$ cat config.mk
export PLATFORM = sky130hd
export DESIGN_NAME = trusted_exec_device_filter
export DESIGN_NICKNAME = d
export VERILOG_FILES = /design/src/sv/tef_pkg.sv /design/src/sv/tef_table.sv /design/src/sv/tef_ctrl.sv /design/src/sv/trusted_exec_device_filter.sv
export SDC_FILE = /design/constraint.sdc
export NUM_CORES = 2
export LEC_CHECK = 0
export BUFFER_PORTS_ARGS = -buffer_cell sky130_fd_sc_hd__buf_2
export CAP_MARGIN = 20
export CELL_PAD_IN_SITES_DETAIL_PLACEMENT = 1
export CELL_PAD_IN_SITES_GLOBAL_PLACEMENT = 2
export CORE_ASPECT_RATIO = 0.75
export CORE_UTILIZATION = 31
export DETAILED_ROUTE_END_ITERATION = 12
export GPL_TIMING_DRIVEN = 0
export PLACE_DENSITY = 0.5
export SYNTH_ARGS = -nofsm -noshare
export SYNTH_HDL_FRONTEND = slang
export SYNTH_HIERARCHICAL = 1
export SYNTH_SLANG_ARGS = --single-unit
$ cat constraint.sdc
create_clock -name i_clk -period 5.1 [get_ports i_clk]
set_input_delay 0 -clock i_clk [delete_from_list [all_inputs] [get_ports i_clk]]
set_output_delay 0 -clock i_clk [all_outputs]
set_load 0.005 [all_outputs]
$ cat src/sv/tef_pkg.sv
`default_nettype none

package tef_pkg;

    localparam int TABLE_ENTRIES = 64;
    localparam int IDX_W = (TABLE_ENTRIES > 1) ? $clog2(TABLE_ENTRIES) : 1;
    localparam int CNT_W = $clog2(TABLE_ENTRIES + 1);
    localparam int DEV_W = 32;

    localparam logic [2:0] KIND_SET_INTEGRITY = 3'd0;
    localparam logic [2:0] KIND_FREE          = 3'd1;
    localparam logic [2:0] KIND_EXEC          = 3'd2;
    localparam logic [2:0] KIND_MMAP          = 3'd3;
    localparam logic [2:0] KIND_MPROTECT      = 3'd4;

    localparam logic [1:0] ITYPE_SIG_VALID = 2'd0;

    typedef enum logic [1:0] {
        ST_IDLE,
        ST_SCAN,
        ST_DONE
    } t_state;

    typedef enum logic [1:0] {
        OP_NONE,
        OP_INSERT,
        OP_FREE,
        OP_LOOKUP
    } t_op;

    typedef struct packed {
        logic             ins;
        logic             clr;
        logic [IDX_W-1:0] addr;
        logic [DEV_W-1:0] dev;
        logic             sig;
    } t_tbl_wr;

    typedef struct packed {
        logic             in_use;
        logic [DEV_W-1:0] dev;
        logic             sig;
    } t_tbl_rd;

    typedef struct packed {
        logic valid;
        logic deny;
        logic full;
    } t_result;

endpackage

`default_nettype wire

$ cat src/sv/tef_table.sv
`default_nettype none

module tef_table
    import tef_pkg::*;
(
    input  wire logic             i_clk,
    input  wire logic             i_rst_n,
    input  wire logic             i_rd_en,
    input  wire logic [IDX_W-1:0] i_rd_addr,
    output t_tbl_rd               o_rd,
    input  t_tbl_wr               i_wr
);

    logic [DEV_W:0]         r_mem [TABLE_ENTRIES];
    logic [TABLE_ENTRIES-1:0] r_use;
    logic [DEV_W:0]         r_rd_ent;
    logic                   r_rd_use;

    always_ff @(posedge i_clk) begin
        if (i_wr.ins) begin
            r_mem[i_wr.addr] <= {i_wr.dev, i_wr.sig};
        end
        if (i_rd_en) begin
            r_rd_ent <= r_mem[i_rd_addr];
            r_rd_use <= r_use[i_rd_addr];
        end
    end

    always_ff @(posedge i_clk) begin
        if (!i_rst_n) begin
            r_use <= '0;
        end else begin
            if (i_wr.ins) begin
                r_use[i_wr.addr] <= 1'b1;
            end
            if (i_wr.clr) begin
                r_use[i_wr.addr] <= 1'b0;
            end
        end
    end

    assign o_rd = '{in_use: r_rd_use, dev: r_rd_ent[DEV_W:1], sig: r_rd_ent[0]};

endmodule

`default_nettype wire

$ cat src/sv/tef_ctrl.sv
`default_nettype none

module tef_ctrl
    import tef_pkg::*;
(
    input  wire logic             i_clk,
    input  wire logic             i_rst_n,
    input  wire logic             i_accept,
    input  wire logic [2:0]       i_kind,
    input  wire logic [DEV_W-1:0] i_device,
    input  wire logic [1:0]       i_integrity_type,
    input  wire logic             i_has_signature_data,
    input  wire logic             i_exec_req,
    input  wire logic             i_already_executable,
    input  wire logic             i_has_file,
    input  wire logic [DEV_W-1:0] i_initramfs,
    input  wire logic             i_res_ready,
    output logic                  o_busy,
    output logic                  o_rd_en,
    output logic [IDX_W-1:0]      o_rd_addr,
    input  t_tbl_rd               i_rd,
    output t_tbl_wr               o_wr,
    output t_result               o_res
);

    t_state r_state, n_state;

    t_op              r_op, n_op;
    logic             r_deny_fix, n_deny_fix;
    logic [DEV_W-1:0] r_dev;
    logic             r_sig;

    logic [CNT_W-1:0] r_rd_cnt;
    logic             r_cmp_vld;
    logic [IDX_W-1:0] r_cmp_idx;
    logic             r_found;
    logic [IDX_W-1:0] r_hit_idx;
    logic             r_hit_sig;
    logic             r_free_ok;
    logic [IDX_W-1:0] r_free_idx;

    logic skip;
    logic init_hit;
    logic last_cmp;

    // decode the incoming item into a table operation
    always_comb begin
        skip     = ((i_kind != KIND_EXEC) && !i_exec_req)
                   || ((i_kind == KIND_MPROTECT) && i_already_executable);
        init_hit = (i_initramfs != '0) && (i_device == i_initramfs);
        n_op       = OP_NONE;
        n_deny_fix = 1'b0;
        unique case (i_kind) inside
            KIND_SET_INTEGRITY: begin
                if (i_integrity_type == ITYPE_SIG_VALID) begin
                    n_op = OP_INSERT;
                end
            end
            KIND_FREE: n_op = OP_FREE;
            KIND_EXEC, KIND_MMAP, KIND_MPROTECT: begin
                if (!skip) begin
                    if (!i_has_file) begin
                        n_deny_fix = 1'b1;
                    end else if (!init_hit) begin
                        n_op = OP_LOOKUP;
                    end
                end
            end
            default: n_op = OP_NONE;
        endcase
    end

    assign last_cmp = r_cmp_vld && (r_cmp_idx == IDX_W'(TABLE_ENTRIES - 1));

    // next state
    always_comb begin
        n_state = r_state;
        unique case (r_state)
            ST_IDLE: begin
                if (i_accept) begin
                    n_state = (n_op == OP_NONE) ? ST_DONE : ST_SCAN;
                end
            end
            ST_SCAN: begin
                if (last_cmp) begin
                    n_state = ST_DONE;
                end
            end
            ST_DONE: begin
                if (i_res_ready) begin
                    n_state = ST_IDLE;
                end
            end
            default: n_state = ST_IDLE;
        endcase
    end

    // outputs
    always_comb begin
        o_busy    = (r_state != ST_IDLE);
        o_rd_en   = 1'b0;
        o_rd_addr = r_rd_cnt[IDX_W-1:0];
        o_wr      = '0;
        o_res     = '0;
        unique case (r_state)
            ST_IDLE: ;
            ST_SCAN: o_rd_en = (r_rd_cnt < CNT_W'(TABLE_ENTRIES));
            ST_DONE: begin
                o_res.valid = i_res_ready;
                o_res.deny  = (r_op == OP_LOOKUP) ? !(r_found && r_hit_sig) : r_deny_fix;
                o_res.full  = (r_op == OP_INSERT) && !r_found && !r_free_ok;
                o_wr.dev    = r_dev;
                o_wr.sig    = r_sig;
                o_wr.addr   = r_found ? r_hit_idx : r_free_idx;
                o_wr.ins    = i_res_ready && (r_op == OP_INSERT) && (r_found || r_free_ok);
                o_wr.clr    = i_res_ready && (r_op == OP_FREE) && r_found;
            end
            default: ;
        endcase
    end

    always_ff @(posedge i_clk) begin
        if (!i_rst_n) begin
            r_state   <= ST_IDLE;
            r_cmp_vld <= 1'b0;
        end else begin
            r_state   <= n_state;
            r_cmp_vld <= o_rd_en;
        end
    end

    always_ff @(posedge i_clk) begin
        if (r_state == ST_IDLE && i_accept) begin
            r_op       <= n_op;
            r_deny_fix <= n_deny_fix;
            r_dev      <= i_device;
            r_sig      <= i_has_signature_data;
            r_rd_cnt   <= '0;
            r_found    <= 1'b0;
            r_free_ok  <= 1'b0;
        end else begin
            if (o_rd_en) begin
                r_rd_cnt  <= r_rd_cnt + CNT_W'(1);
                r_cmp_idx <= r_rd_cnt[IDX_W-1:0];
            end
            // first matching entry wins; remember the lowest free slot on the way
            if (r_cmp_vld) begin
                if (i_rd.in_use && (i_rd.dev == r_dev) && !r_found) begin
                    r_found   <= 1'b1;
                    r_hit_idx <= r_cmp_idx;
                    r_hit_sig <= i_rd.sig;
                end
                if (!i_rd.in_use && !r_free_ok) begin
                    r_free_ok  <= 1'b1;
                    r_free_idx <= r_cmp_idx;
                end
            end
        end
    end

endmodule

`default_nettype wire

$ cat src/sv/trusted_exec_device_filter.sv
// Trusted-execution device filter.
// Input channel: i_in_valid / o_in_stall carries one event (set integrity,
// free device, exec / mmap / mprotect check) per transfer. Output channel:
// o_out_valid / i_out_stall carries one result (deny, table_full) per event.
// The initramfs device register is written with i_cfg_we / i_cfg_wdata.
// Device entries live in a single-port-read synchronous RAM of
// TABLE_ENTRIES words; the in-use bits sit in flip-flops next to it.
// An event that touches the table (insert, free, or a check that needs the
// table) scans every entry, one RAM read per cycle, then enters the done
// state, from which its result moves into the output register.
// Events decided without the table go from idle straight to the done state.
// One event is in flight at a time; o_in_stall is high until its result
// has moved into the output register, so the next event can be taken
// while that result still waits on a stalled receiver.
// Reset (synchronous, active low) empties the table, clears the initramfs
// register and drops any pending result. While i_out_stall is high with a
// result held, the output holds; a finished event delays its table write.
`default_nettype none

module trusted_exec_device_filter
    import tef_pkg::*;
(
    input  wire logic             i_clk,
    input  wire logic             i_rst_n,
    input  wire logic             i_cfg_we,
    input  wire logic [DEV_W-1:0] i_cfg_wdata,
    input  wire logic             i_in_valid,
    output logic                  o_in_stall,
    input  wire logic [2:0]       i_kind,
    input  wire logic [DEV_W-1:0] i_device,
    input  wire logic [1:0]       i_integrity_type,
    input  wire logic             i_has_signature_data,
    input  wire logic             i_exec_req,
    input  wire logic             i_already_executable,
    input  wire logic             i_has_file,
    output logic                  o_out_valid,
    input  wire logic             i_out_stall,
    output logic                  o_deny,
    output logic                  o_table_full
);

    logic [DEV_W-1:0] r_initramfs;
    logic             r_out_valid;
    logic             r_deny;
    logic             r_full;

    logic             busy;
    logic             res_ready;
    logic             rd_en;
    logic [IDX_W-1:0] rd_addr;
    t_tbl_rd          rd;
    t_tbl_wr          wr;
    t_result          res;

    assign res_ready = !r_out_valid || !i_out_stall;

    always_ff @(posedge i_clk) begin
        if (!i_rst_n) begin
            r_initramfs <= '0;
        end else if (i_cfg_we) begin
            r_initramfs <= i_cfg_wdata;
        end
    end

    always_ff @(posedge i_clk) begin
        if (!i_rst_n) begin
            r_out_valid <= 1'b0;
        end else if (res_ready) begin
            r_out_valid <= res.valid;
        end
    end

    always_ff @(posedge i_clk) begin
        if (res.valid) begin
            r_deny <= res.deny;
            r_full <= res.full;
        end
    end

    tef_ctrl u_ctrl (
        .i_clk                (i_clk),
        .i_rst_n              (i_rst_n),
        .i_accept             (i_in_valid && !busy),
        .i_kind               (i_kind),
        .i_device             (i_device),
        .i_integrity_type     (i_integrity_type),
        .i_has_signature_data (i_has_signature_data),
        .i_exec_req           (i_exec_req),
        .i_already_executable (i_already_executable),
        .i_has_file           (i_has_file),
        .i_initramfs          (r_initramfs),
        .i_res_ready          (res_ready),
        .o_busy               (busy),
        .o_rd_en              (rd_en),
        .o_rd_addr            (rd_addr),
        .i_rd                 (rd),
        .o_wr                 (wr),
        .o_res                (res)
    );

    tef_table u_table (
        .i_clk     (i_clk),
        .i_rst_n   (i_rst_n),
        .i_rd_en   (rd_en),
        .i_rd_addr (rd_addr),
        .o_rd      (rd),
        .i_wr      (wr)
    );

    assign o_in_stall   = busy;
    assign o_out_valid  = r_out_valid;
    assign o_deny       = r_deny;
    assign o_table_full = r_full;

endmodule

`default_nettype wire

==> tab_implementation.tex <==
\begin{tabular}{lr}
\hline
Metric & Value \\
\hline
\multicolumn{2}{l}{\textbf{CTS}} \\
Root Driver & clkbuf\_16 \\
Clock-pin slew reported for the worst setup and hold paths after clock tree synthesis & about 0.060 ns \\
Number of levels in the clock H-tree & 4 \\
Maximum buffer depth of the clock tree & 4 \\
CTS tree & done \\
Number of sinks on the clock net & between 2000 and 2500 \\
Inserted Clock Buffers & 238 \\
Clock latency reported for the late side of the worst-skew pair & approximately 0.91 ns \\
\multicolumn{2}{l}{\textbf{Critical path}} \\
Sequence of cells on the critical path & buf\_4 -> buf\_4 -> buf\_2 -> nand2b\_1 -> clkbuf\_2 -> o22ai\_1 -> nor3\_1 -> o22a\_1 \\
Category of the most critical setup path & reg2reg \\
Sum of buffers and inverters on the critical path & 4 \\
Data arrival, critical path & between 5 and 6 ns \\
Cell class contributing the biggest share of worst-path delay & buffers and inverters \\
Worst Path Required & around 5.7 ns \\
Worst path slowest cell & clkbuf\_2 \\
Startpoint type of the worst setup path & flip-flop \\
Largest incremental delay on the critical path & about 0.70 ns \\
Critical Path Fanout Max & 10 \\
Cell seen most often among critical-path stages & buf\_4 \\
Endpoint type of the worst setup path & flip-flop \\
\multicolumn{2}{l}{\textbf{Final layout}} \\
Layout overhead on the synthesized area & 20.6\% \\
Post-route standard cell area excluding fillers & $\sim$110000 um\^{}2 \\
Share of cells above drive strength 1 & $\sim$29\% \\
Count of non-filler cells in the finished layout & 8739 \\
Utilization of the core after routing & 37.7\% \\
Final-stage net count & between 4000 and 5000 \\
Number of filler cells placed in the layout & $\sim$27000 \\
\multicolumn{2}{l}{\textbf{Global route}} \\
Gr ovfl total & 0 \\
Antenna violations before repair & 39 \\
GR Util All Layers & between 20\% and 30\% \\
Largest net degree at the start of global routing & 65 \\
Global-route wire length before repair & roughly 440 mm \\
Via count of the first global-routing pass & between 40000 and 50000 \\
\multicolumn{2}{l}{\textbf{Route}} \\
Detailed-route vias per instance & between 5 and 6 \\
Detailed-route wire length & between 300 and 400 mm \\
Number of antenna-violating nets in the routed design & 0 \\
DRC marker count from the first detailed-route iteration & about 6000 \\
Post-detailed-route DRC marker count & 0 \\
Via count of the routed design & roughly 48000 \\
1st-pass router iterations & 5 \\
Wire length per cell & $\sim$38 um \\
\multicolumn{2}{l}{\textbf{Synthesis}} \\
Predominant post-synthesis flop cell & edfxtp\_1 \\
Cell area after synthesis & $\sim$89000 um\^{}2 \\
Average instance area after synthesis & approximately 22 um\^{}2 \\
Post-synthesis sequential element count & approximately 2300 \\
Area fraction of the dominant cell type after synthesis & 74.5\% \\
Largest area contributor in the synthesized netlist & edfxtp\_1 \\
Post-synthesis sequential area ratio & slightly below 80\% \\
Ranking of synthesized cells by area & edfxtp\_1 74\%, mux4\_2 13\%, dfxtp\_1 2.5\% \\
Proportion of synthesized flip-flops having asynchronous set or reset & 0\% \\
Mapped Nets & between 4000 and 5000 \\
Count of flip-flops with a built-in enable after synthesis & about 2200 \\
Most numerous cell in the Yosys netlist & edfxtp\_1 \\
Synthesis Warnings & 6 \\
Distinct cell type count after synthesis & between 60 and 70 \\
Synth Instances & around 4100 \\
Post-synth top cells & 2203 x edfxtp\_1, 525 x mux4\_2, 150 x o22ai\_1 \\
\multicolumn{2}{l}{\textbf{Pwr}} \\
Overall power of the completed layout & 0.0407 W \\
Max IR drop VDD & around 0.27 mV \\
Power per cell area & 380 nW/um\^{}2 \\
Standby leakage power & $\sim$33 nW \\
\multicolumn{2}{l}{\textbf{Timing}} \\
RSZ-0062 raised after global routing & false \\
Endpoints failing hold & 0 \\
Transition at the pin with the smallest max-transition slack & between 1 and 1.5 ns \\
Final critical-path share of the clock period & $\sim$97\% \\
Number of pins with negative max-slew slack in the final report & 0 \\
Final setup fails & 0 \\
Final hold slack & just over 0.07 ns \\
Max Fclk & 0.203 GHz \\
Shortest period the worst path allows & around 4.9 ns \\
Relative max-transition margin & between 10\% and 20\% \\
Final setup skew & approximately 0.06 ns \\
\multicolumn{2}{l}{\textbf{Floorplanning}} \\
Effective utilization at floorplan & 31.3\% \\
Die ar. & between 200000 and 300000 um\^{}2 \\
Horizontal die dimension & roughly 620 um \\
Core area & around 280000 um\^{}2 \\
Overall die height & 466 um \\
Top Ports & between 80 and 90 \\
Count of standard-cell rows & around 170 \\
\multicolumn{2}{l}{\textbf{Run}} \\
Max Cap Viol & 0 \\
\multicolumn{2}{l}{\textbf{Placement}} \\
Count of buffers inserted at the top-level ports & 80 \\
Placed instance count & 8091 \\
Global placement routability congestion & between 0.8 and 0.9 \\
DP HPWL & approximately 230 mm \\
Cell Area, Placed & approximately 100000 um\^{}2 \\
\multicolumn{2}{l}{\textbf{Worst hold path}} \\
Path type of the worst min-delay path & in2reg \\
\multicolumn{2}{l}{\textbf{Outcome}} \\
Result of the run & completed \\
\hline
\end{tabular}
==> layer usage <==
metal	track usage (%)	up-vias	routed length (um)
met5	0.412	-	23
met1	34.8	26600	155000
met2	31.2	1921	136000
met3	6.17	404	29400
li1	-	18800	-
met4	6.08	4	9490
==> worst reg2reg max path, delay by kind of cell (launching register included) <==
kind	cells	cell delay (ns)
AND/OR/NAND/NOR	2	1.34
buffers and inverters	4	1.92
AO/OA/AOI/OAI	2	0.95
flip-flops	1	0.47
==> worst paths after layout <==
check / startpoint / to / slack (ns) / cells past startpoint
min: i_device[19] / u_ctrl/r_dev[19] / 0.07 / 2
max: u_ctrl/r_rd_cnt[1] / u_table/r_rd_ent[29] / 0.16 / 8
min reg2reg: u_table/r_rd_ent[0] / u_ctrl/r_hit_sig / 0.43 / 0
max reg2reg: u_ctrl/r_rd_cnt[1] / u_table/r_rd_ent[29] / 0.16 / 8
==> metrics by stage <==
stage | setup slack [ns] | setup TNS [ns]
4_1_cts | 0.0723 | 0
3_3_place_gp | -3.12 | -5306.60
3_5_place_dp | -0.0576 | -0.0633
5_1_grt | 0.105 | 0
2_1_floorplan | 1.17 | 0
6_report | 0.162 | 0
==> logic make-up (layout without fill, tap and decap cells) <==
kind of cell | Yosys count | count (layout) | synth area share [%]
flip-flops | 2312 | 2312 | 76.9
adder cells (fa/ha/maj) | 1 | 1 | 0.0141
AO/OA/AOI/OAI | 387 | 387 | 3.22
AND/OR/NAND/NOR | 426 | 426 | 2.59
XOR/XNOR | 69 | 69 | 0.680
other | 0 | 9 | 0
buffers and inverters | 239 | 1112 | 1.68
multiplexers | 661 | 661 | 14.9
==> layout make-up <==
cell class / instances / area (um^2) / area share, %
plain buffers: 233 / 1470 / 1.37
flip-flops and latches: 2312 / 68300 / 63.8
multi-input cells: 1544 / 19600 / 18.3
inverters: 6 / 22.5 / 0.0210
well taps: 3762 / 4710 / 4.40
clock inverters: 127 / 1060 / 0.994
repair buffers: 448 / 5550 / 5.19
diodes: 9 / 22.5 / 0.0210
clock buffers: 298 / 6330 / 5.91
==> flip-flops by register name (all words and copies together) (netlist names), 7 cells and up <==
name,count
r_initramfs,32
u_ctrl/r_dev,32
u_table/r_use,64
u_table/r_mem,2112
u_table/r_rd_ent,33
u_ctrl/r_rd_cnt,7
==> power by group <==
group	total [W]	switching, W	internal (W)
combinational	0.00265	0.00159	0.00106
clock	0.0172	0.00752	0.00966
sequential	0.0209	0.0000556	0.0208
total	0.0407	0.00916	0.0315
==> repair_timing <==
item                       in CTS  in global routing
hold endpoints to repair       74                  0
buffers inserted                0                  0
resized for setup               2                  2
hold buffers                  209                  0
setup endpoints to repair       2                  2
==> cells in the final DEF (no fill, tap or decap), types with 109 or more instances in the layout <==
cell type / netlist / routed
dlygate4sd3_1: 0 / 209
mux4_2: 525 / 525
edfxtp_1: 2203 / 2203
buf_12: 7 / 116
o22ai_1: 150 / 150
buf_2: 67 / 157
mux2i_1: 114 / 114
clkbuf_1: 85 / 131
clkbuf_16: 0 / 242
dfxtp_1: 109 / 109
Note: power is estimated with default switching activity, not from simulation.
